**config.mk**
```make
export PLATFORM = sky130hd
export DESIGN_NAME = ameb_divider
export DESIGN_NICKNAME = d
export VERILOG_FILES = /design/src/design/audio_minmax_envelope_builder_core_assert.svh /design/src/design/ameb_pkg.sv /design/src/design/ameb_divider.sv
export SDC_FILE = /design/constraint.sdc
export NUM_CORES = 1
export LEC_CHECK = 0
export BUFFER_PORTS_ARGS = -buffer_cell sky130_fd_sc_hd__buf_2
export CORE_MARGIN = 8
export CORE_UTILIZATION = 38
export DETAILED_ROUTE_END_ITERATION = 7
export GPL_TIMING_DRIVEN = 1
export SYNTH_ARGS = -nofsm -noshare
export SYNTH_HDL_FRONTEND = slang
export SYNTH_SLANG_ARGS = --single-unit
```
**constraint.sdc**
```tcl
create_clock -name clock -period 3.4 [get_ports clock]
set_input_delay 0.51 -clock clock [delete_from_list [all_inputs] [get_ports clock]]
set_output_delay 0.51 -clock clock [all_outputs]
set_load 0.005 [all_outputs]
```
**src/design/audio_minmax_envelope_builder_core_assert.svh**
```systemverilog
// Assertion macros for the envelope builder core.
`ifndef AUDIO_MINMAX_ENVELOPE_BUILDER_CORE_ASSERT_SVH
`define AUDIO_MINMAX_ENVELOPE_BUILDER_CORE_ASSERT_SVH

// Checks that an implication holds at every clock edge outside reset.
`define AMEB_ASSERT_IMPL(label, clk, rst, ante, cons, msg) \
   label: assert property (@(posedge clk) disable iff (rst) (ante) |-> (cons)) \
      else $error(msg);

// Checks that the consequent holds in the cycle after its antecedent.
`define AMEB_ASSERT_NEXT(label, clk, rst, ante, cons, msg) \
   label: assert property (@(posedge clk) disable iff (rst) (ante) |=> (cons)) \
      else $error(msg);

`endif

```
**src/design/ameb_pkg.sv**
```systemverilog
// ----------------------------------------------------------------------------
// ameb_pkg
// Types and constants shared by the waveform envelope builder.
// ----------------------------------------------------------------------------
`timescale 1ns / 1ps
`default_nettype none
package ameb_pkg;
   localparam int MaxWorking = 4000;
   localparam int AddrW = 12;
   localparam int CountW = 13;

   localparam logic [1:0] CMD_ADD = 2'd0;
   localparam logic [1:0] CMD_FINISH = 2'd1;
   localparam logic [1:0] CMD_READ = 2'd2;
   localparam logic [1:0] CMD_NOP = 2'd3;

   localparam logic [1:0] ST_OK = 2'd0;
   localparam logic [1:0] ST_EMPTY = 2'd1;
   localparam logic [1:0] ST_RANGE = 2'd2;

   typedef struct packed {
      logic [1:0] command;
      logic signed [15:0] sample;
      logic [11:0] bucket_index;
   } req_type;

   typedef struct packed {
      logic [1:0] status;
      logic [15:0] peak;
      logic [11:0] working_count;
      logic signed [7:0] env_min;
      logic signed [7:0] env_max;
   } rsp_type;

   // Memory port request from the sequencer to the store.
   typedef struct packed {
      logic we;
      logic [AddrW-1:0] waddr;
      logic signed [15:0] wmin;
      logic signed [15:0] wmax;
      logic [AddrW-1:0] raddr;
   } mem_req_type;
endpackage
`default_nettype wire

```
**src/design/ameb_divider.sv**
```systemverilog
// ----------------------------------------------------------------------------
// ameb_divider
// Restoring divider for 25-bit by 13-bit unsigned quotients, one bit a cycle.
// ----------------------------------------------------------------------------
`timescale 1ns / 1ps
`default_nettype none
module ameb_divider
   import ameb_pkg::*;
(
   input wire logic clock,
   input wire logic reset,
   input wire logic start,
   input wire logic [24:0] dividend,
   input wire logic [CountW-1:0] divisor,
   output logic busy,
   output logic [24:0] quotient
);
   logic [4:0] cnt_ff, cnt_in;
   logic busy_ff, busy_in;
   logic [24:0] q_ff, q_in;
   logic [CountW:0] rem_ff, rem_in;
   logic [CountW-1:0] dv_ff, dv_in;
   logic [CountW+1:0] trial;

   always_comb begin
      cnt_in = cnt_ff;
      busy_in = busy_ff;
      q_in = q_ff;
      rem_in = rem_ff;
      dv_in = dv_ff;
      trial = {rem_ff, q_ff[24]} - {2'b00, dv_ff};
      if (start) begin
         busy_in = 1'b1;
         cnt_in = 5'd25;
         q_in = dividend;
         rem_in = '0;
         dv_in = divisor;
      end else if (busy_ff) begin
         if (!trial[CountW+1]) begin
            rem_in = trial[CountW:0];
            q_in = {q_ff[23:0], 1'b1};
         end else begin
            rem_in = {rem_ff[CountW-1:0], q_ff[24]};
            q_in = {q_ff[23:0], 1'b0};
         end
         cnt_in = cnt_ff - 5'd1;
         if (cnt_ff == 5'd1) begin
            busy_in = 1'b0;
         end
      end
   end

   always_ff @(posedge clock) begin
      if (reset) begin
         busy_ff <= 1'b0;
         cnt_ff <= '0;
      end else begin
         busy_ff <= busy_in;
         cnt_ff <= cnt_in;
      end
      q_ff <= q_in;
      rem_ff <= rem_in;
      dv_ff <= dv_in;
   end

   assign busy = busy_ff;
   assign quotient = q_ff;
endmodule
`default_nettype wire

```
==> summary.log, run 1 <==
[outcome] outcome completed
[power_and_ir_drop] LEAKAGE 1.52 nW
[sta] post-route setup slack 0.548 ns
[sta] count of pins over their slew limit 0
[sta] RSZ-0062 raised after global routing no
[cells_and_area] number of fill cells 761
[sta] Final Hold Viols 0
[route] final wirelength 6460 µm
[synthesis] Post-synth EDFFs 38
[cts] # Post-CTS Setup Buffers 0
[route] first-iteration detailed-routing DRC count 71
[synthesis] Synth Net Count 319
[power_and_ir_drop] PD cells 527 nW/µm²
[synthesis] cells after synthesis 262
[min_path] launch instance of the worst min-delay path divisor[6]
[setup_path] R2R depth 10
[placed_design] final estimated routing congestion in global placement 0.855
[cells_and_area] total inserted antenna cells 0
[setup_path] type of destination of the critical path flip-flop
[sta] worst slew pin tran 0.809 ns
[route] Routed WL per cell 14.6 µm
[grt] vias in the first global route 2,214
[route] vias post-DR 2,184
[synthesis] leading post-synthesis cells by cell area sky130_fd_sc_hd__edfxtp_1 37%, sky130_fd_sc_hd__dfxtp_1 13%, sky130_fd_sc_hd__mux2_2 8.8%
[sta] minimum period implied by the final worst setup slack 2.85 ns
[setup_path] worst setup path startpoint quotient[24]
[min_path] Min-Delay Path Depth 1
[setup_path] data required time at the worst endpoint 3.65 ns
[synthesis] post-synthesis instance area 3080 µm²
[die] I/O pins 67
[cells_and_area] layout-stage area growth over the synthesis result 18.4%
[cts] Clock Tree Root sky130_fd_sc_hd__clkbuf_8
[cells_and_area] fraction of final layout cells with drive strength greater than 1 35.3%
[synthesis] warnings from Yosys 0
[grt] sum of overflow across all layers after global routing 0
[cts] CTS tree done
[setup_path] largest fanout on the critical path 7
[synthesis] Post-synth top flop sky130_fd_sc_hd__edfxtp_1
[grt] global-route wire length before repair 10,700 µm
[synthesis] Synth cell types 54
[placed_design] placement-stage worst setup slack 0.537 ns
[route] remaining routing DRC violations 0
[die] die footprint 11,200 µm²
[route] via-per-instance ratio 4.94
[sta] worst-case headroom to the max-slew limit 46.0%
[setup_path] critical path startpoint category flip-flop
[grt] pin count of the biggest net entering global routing 26
[synthesis] sequential share of the synthesized area 50.1%
[setup_path] data arrival time at the worst-slack endpoint 3.11 ns
[min_path] worst hold path class in -> reg
[sta] number of setup violations in the final report 0
[grt] global-route usage over all layers 11.8%
[cts] # clock sinks 58
[setup_path] Reg-to-Reg Start quotient[24]
[synthesis] leading area contributor after synthesis sky130_fd_sc_hd__edfxtp_1
[route] Detail Route Antenna Nets 0
[synthesis] library cell with the highest instance count after synthesis sky130_fd_sc_hd__edfxtp_1
[synthesis] ys async rst share 0%
[setup_path] worst r2r dst rem_ff[13]
[sta] Fin Setup TNS 0 ns
[die] die extent in x 106 µm
[die] die height 106 µm
[sta] clk_skew 0.0110 ns
[cts] maximum buffer depth of the clock tree 2
[power_and_ir_drop] highest ir drop seen on vdd 249 µV
[cts] CTS buffer count 9
[die] Core Box Area 8050 µm²
[cts] post-CTS resize count 0
[synthesis] Seq cells post-synth 58
[setup_path] R2R setup slack 0.55 ns
[cells_and_area] total number of nets in the final design 389
[synthesis] area share of the largest cell type after synthesis 37.1%
[sta] achievable frequency 351 MHz
[synthesis] most numerous cell types in the synthesized netlist 38 x sky130_fd_sc_hd__edfxtp_1, 24 x sky130_fd_sc_hd__mux2_2, 20 x sky130_fd_sc_hd__dfxtp_1
[grt] initial antenna violation count 0
[cts] clock latency at the later pin of the worst-skew pair 0.34 ns
[route] iteration count of the initial detailed-routing pass 4
[synthesis] Post-Synthesis Mean Instance Area 11.8 µm²
[setup_path] Critical Path End rem_ff[13]
[cts] H-tree Lvls 3
[placed_design] Port Buf Inserts 66
[die] effective utilization at floorplan 38.2%
[sta] Period Utilization, post-route 83.9%
[cts] clock slew seen by the registers of the worst setup and hold paths 0.08 ns
[die] placement row count 33
[cts] total of hold buffers inserted after clock tree synthesis 0
[placed_design] estimated wirelength of the detail-placed design 4750 µm
[setup_path] category of the critical setup timing path reg -> reg
[job] # Max-Cap Violations 0
[layout by cell type, fill, tap and decap left out, types with 3 or more instances in the layout]
cell / netlist / routed
sky130_fd_sc_hd__buf_2: 2 / 66
sky130_fd_sc_hd__edfxtp_1: 38 / 38
sky130_fd_sc_hd__mux2_2: 24 / 24
sky130_fd_sc_hd__dfxtp_1: 20 / 20
sky130_fd_sc_hd__inv_1: 19 / 19
sky130_fd_sc_hd__nor2_1: 17 / 17
sky130_fd_sc_hd__ha_1: 15 / 15
sky130_fd_sc_hd__a21oi_1: 12 / 12
sky130_fd_sc_hd__nand2_1: 12 / 12
sky130_fd_sc_hd__xnor2_1: 9 / 9
sky130_fd_sc_hd__clkbuf_8: 4 / 9
sky130_fd_sc_hd__a211oi_1: 7 / 7
sky130_fd_sc_hd__xor2_1: 7 / 7
sky130_fd_sc_hd__o21ai_0: 6 / 6
sky130_fd_sc_hd__nor3_1: 6 / 6
sky130_fd_sc_hd__buf_4: 1 / 6
sky130_fd_sc_hd__nand2b_1: 5 / 5
sky130_fd_sc_hd__a311oi_1: 5 / 5
sky130_fd_sc_hd__mux2i_1: 5 / 5
sky130_fd_sc_hd__nand3_1: 3 / 3
sky130_fd_sc_hd__nand4_1: 3 / 3
sky130_fd_sc_hd__clkinvlp_4: 0 / 3
[sequential cells by signal (all words and copies together) (netlist names)]
signal / flops
rem_ff: 14
quotient: 25
busy: 1
dv_ff: 13
cnt_ff: 5
[report_power, final]
group | internal (mW) | switching [mW] | total [mW]
Sequential | 0.834 | 0.0474 | 0.881
Combinational | 0.231 | 0.251 | 0.482
Clock | 0.261 | 0.299 | 0.560
[logic make-up after synthesis]
kind of cell,count (synthesis),share of synthesized area (%)
and+or+nand+nor,57,9.10
xor gates and xnor gates,16,4.55
adders and majority gates,16,6.75
DFF,58,50.1
buffers and inverters,32,5.89
muxes,30,10.8
AOI/OAI and AO/OA,53,12.9
[worst min path at each step]
stage,endpoint,slack [ns]
after floorplan,rem_ff[7],0.46
after global placement,rem_ff[4],0.49
after detailed placement,rem_ff[11],0.50
after CTS,dv_ff[6],0.33
after global routing,dv_ff[6],0.32
final,dv_ff[6],0.35
[through the flow]
stage	cell area [µm²]	std cells	power [mW]	hold WS, ns	util, %
2_1_floorplan	3080	262	1.24	0.457	-
3_3_place_gp	3480	426	1.37	0.494	43.2
3_5_place_dp	3480	426	1.38	0.499	43.2
4_1_cts	3640	442	1.94	0.335	45.3
5_1_grt	3640	442	2.04	0.324	45.3
6_report	3640	442	1.92	0.346	45.3
[per-layer routing]
layer / vias to the layer above / routed length, µm / GRT usage, %
li1: 1103 / - / -
met3: 8 / 277 / 4.23
met5: - / 0 / 0
met4: 0 / 90 / 4.22
met2: 39 / 3090 / 18.9
met1: 1034 / 3000 / 14.4
[critical path, stage by stage, from the launching register on]
cell and delay (ns):
sky130_fd_sc_hd__edfxtp_1 0.34, sky130_fd_sc_hd__inv_1 0.06, sky130_fd_sc_hd__ha_1 0.22, sky130_fd_sc_hd__fa_1 0.40
sky130_fd_sc_hd__nand2b_1 0.19, sky130_fd_sc_hd__a21oi_2 0.17, sky130_fd_sc_hd__nor2_2 0.09, sky130_fd_sc_hd__o311ai_4 0.30
sky130_fd_sc_hd__xnor2_1 0.22, sky130_fd_sc_hd__or4_1 0.51, sky130_fd_sc_hd__a311oi_1 0.26
[cell type report]
type                    count  area [µm²]  share of cell area [%]
flip-flops and latches     58        1540                    42.3
multi-input cells         172        1360                    37.2
repair buffers             72         375                    10.3
well taps                 105         131                    3.60
clock buffers               9         124                    3.40
inverters                  19        71.3                    1.96
clock inverters             7        45.0                    1.24
Note: power is estimated with default switching activity, not from simulation.
==> run 2, diff against run 1 <==
==> constraint.sdc (replaced) <==
create_clock -name clock -period 2.3 [get_ports clock]
set_input_delay 0.345 -clock clock [delete_from_list [all_inputs] [get_ports clock]]
set_output_delay 0.345 -clock clock [all_outputs]
set_load 0.005 [all_outputs]
==> run 2 against run 1 <==
Against the previous run: the run now ends with setup timing left; clock skew shrank 0.0021 ns; core utilization grew 4.1 points; sequential share of layout area shrank 3.5 points; combinational power grew 85%; critical path type unchanged; clock-buffer cell count is the same; highest routed layer unchanged; cell count grew 6.1%; sequential power grew 48%; fmax grew 14%; first-iteration DRC count grew 80%.
==> summary.log, run 2 (synthesized netlist as in run 1, its figures left out) <==
[outcome] outcome finished, violations left
[outcome] violated checks setup timing
[sta] Fin Setup TNS -1.95 ns
[cts] maximum buffer depth of the clock tree 2
[route] vias post-DR 2,275
[setup_path] type of destination of the critical path flip-flop
[min_path] worst hold path class in -> reg
[setup_path] Reg-to-Reg Start dv_ff[0]
[sta] post-route setup slack -0.192 ns
[die] die footprint 11,200 µm²
[cells_and_area] non-filler cells, final 469
[setup_path] critical path startpoint category flip-flop
[job] # Max-Cap Violations 0
[cells_and_area] top library cells by usage in the layout, fill and taps aside 66 x sky130_fd_sc_hd__buf_2, 38 x sky130_fd_sc_hd__edfxtp_1, 31 x sky130_fd_sc_hd__buf_4
[cts] Clock Tree Root sky130_fd_sc_hd__clkbuf_8
[sta] achievable frequency 401 MHz
[grt] met1 global-route usage 14.7%
[sta] worst-case headroom to the max-slew limit 60.7%
[route] Routed WL per cell 14.5 µm
[cts] CTS buffer count 9
[grt] most heavily used metal layer in global routing met2
[sta] number of setup violations in the final report 15
[sta] worst hold slack 0.175 ns
[sta] Period Utilization, post-route 108%
[cts] # clock sinks 58
[route] final wirelength 6800 µm
[setup_path] R2R setup slack -0.19 ns
[cells_and_area] total inserted antenna cells 0
[sta] Final Hold Viols 0
[cells_and_area] combined area of the multi-input logic cells 1420 µm²
[setup_path] worst r2r dst rem_ff[11]
[route] first-iteration detailed-routing DRC count 128
[min_path] Min-Delay Path Depth 1
[sta] clk_skew 0.00896 ns
[cts] H-tree Lvls 3
[cells_and_area] flip-flop count of the largest register, all copies and words added 25
[placed_design] number of placed cells counting well taps 444
[placed_design] estimated wirelength of the detail-placed design 5090 µm
[cells_and_area] number of fill cells 759
[setup_path] data arrival time at the worst-slack endpoint 2.74 ns
[cells_and_area] layout-stage area growth over the synthesis result 29.2%
[die] die extent in x 106 µm
[route] Detail Route Antenna Nets 0
[sta] count of pins over their slew limit 0
[cells_and_area] Sequential Area 1540 µm²
[power_and_ir_drop] LEAKAGE 1.71 nW
[setup_path] R2R depth 10
[grt] global-route wire length before repair 11,100 µm
[grt] sum of overflow across all layers after global routing 0
[placed_design] final estimated routing congestion in global placement 0.896
[cts] clock latency at the later pin of the worst-skew pair 0.34 ns
[sta] worst slew pin tran 0.589 ns
[grt] global-route usage over all layers 12.4%
[die] die height 106 µm
[setup_path] category of the critical setup timing path reg -> reg
[min_path] launch instance of the worst min-delay path divisor[8]
[min_path] end point of the worst hold path dv_ff[8]
[route] iteration count of the initial detailed-routing pass 4
[cells_and_area] most common library cell in the layout ignoring fill and taps sky130_fd_sc_hd__buf_2
[grt] pin count of the biggest net entering global routing 39
[power_and_ir_drop] highest ir drop seen on vdd 371 µV
[sta] minimum period implied by the final worst setup slack 2.49 ns
[die] I/O pins 67
[grt] initial antenna violation count 0
[die] placement row count 33
[sta] RSZ-0062 raised after global routing yes
[grt] fraction of met2 tracks used by global routing 20.7%
[placed_design] placement-stage worst setup slack -0.264 ns
[setup_path] largest fanout on the critical path 7
[grt] vias in the first global route 2,322
[cells_and_area] total number of nets in the final design 416
[route] remaining routing DRC violations 0
[cells_and_area] fraction of final layout cells with drive strength greater than 1 43.1%
[setup_path] data required time at the worst endpoint 2.55 ns
[power_and_ir_drop] PD cells 818 nW/µm²
[grt] met3 usage in global routing 2.96%
[die] Core Box Area 8050 µm²
[route] via-per-instance ratio 4.85
[cts] CTS tree done
[die] effective utilization at floorplan 38.2%
[cts] clock slew seen by the registers of the worst setup and hold paths 0.07 ns
[placed_design] Port Buf Inserts 66
run 2: critical path, stage by stage (launching register included):
cell and delay, ns:
sky130_fd_sc_hd__edfxtp_1 0.41, sky130_fd_sc_hd__ha_4 0.18, sky130_fd_sc_hd__fa_2 0.34, sky130_fd_sc_hd__nand2b_4 0.16
sky130_fd_sc_hd__a21oi_4 0.15, sky130_fd_sc_hd__nor2_4 0.06, sky130_fd_sc_hd__o311ai_4 0.31, sky130_fd_sc_hd__xor2_1 0.24
sky130_fd_sc_hd__buf_4 0.20, sky130_fd_sc_hd__o211ai_1 0.09, sky130_fd_sc_hd__a311oi_1 0.26
run 2: how the worst max path moves through the flow:
stage / slack (ns) / start / endpoint / cells past startpoint
after detailed placement: -0.26 / dv_ff[0] / rem_ff[13] / 9
after global placement: -0.21 / quotient[24] / rem_ff[13] / 10
after CTS: -0.22 / quotient[24] / rem_ff[11] / 11
after global routing: -0.34 / dv_ff[0] / rem_ff[13] / 9
final: -0.19 / dv_ff[0] / rem_ff[11] / 10
after floorplan: -0.10 / quotient[24] / rem_ff[13] / 10
run 2: metal layers:
layer  up-vias  routed length [µm]
li1       1157                   -
met1      1071                3050
met2        36                3390
met3        11                 208
met4         0                 150
met5         -                   0
run 2: power breakdown:
part / internal (mW) / leakage [nW] / switching, mW / total, mW
logic: 0.472 / 1.05 / 0.420 / 0.892
registers: 1.23 / 0.544 / 0.0645 / 1.30
clock network: 0.618 / 0.110 / 0.446 / 1.06
total: 2.32 / 1.71 / 0.930 / 3.25
run 2: layout make-up:
class	count	share of cell area, %
Inverter	19	1.79
Tap cell	105	3.30
Clock buffer	9	3.11
Timing Repair Buffer	99	14.7
Multi-Input combinational cell	172	35.7
Clock inverter	7	2.58
Sequential cell	58	38.8
run 2: per-stage QoR:
| step | power (mW) | instance area [µm²] | utilization, % |
|---|---|---|---|
| after CTS | 3.25 | 3920 | 48.6 |
| final | 3.25 | 3980 | 49.4 |
| after floorplan | 1.84 | 3090 | - |
| after global routing | 3.44 | 3980 | 49.4 |
| after detailed placement | 2.12 | 3620 | 45.0 |
| after global placement | 2.11 | 3620 | 45.0 |
run 2: timing repair:
action	4_1_cts	5_1_grt
endpoints found under the hold margin	0	0
gates resized for setup	7	8
hold buffers	0	0
pin swaps	11	4
setup endpoints to repair	15	15
setup buffers	5	4
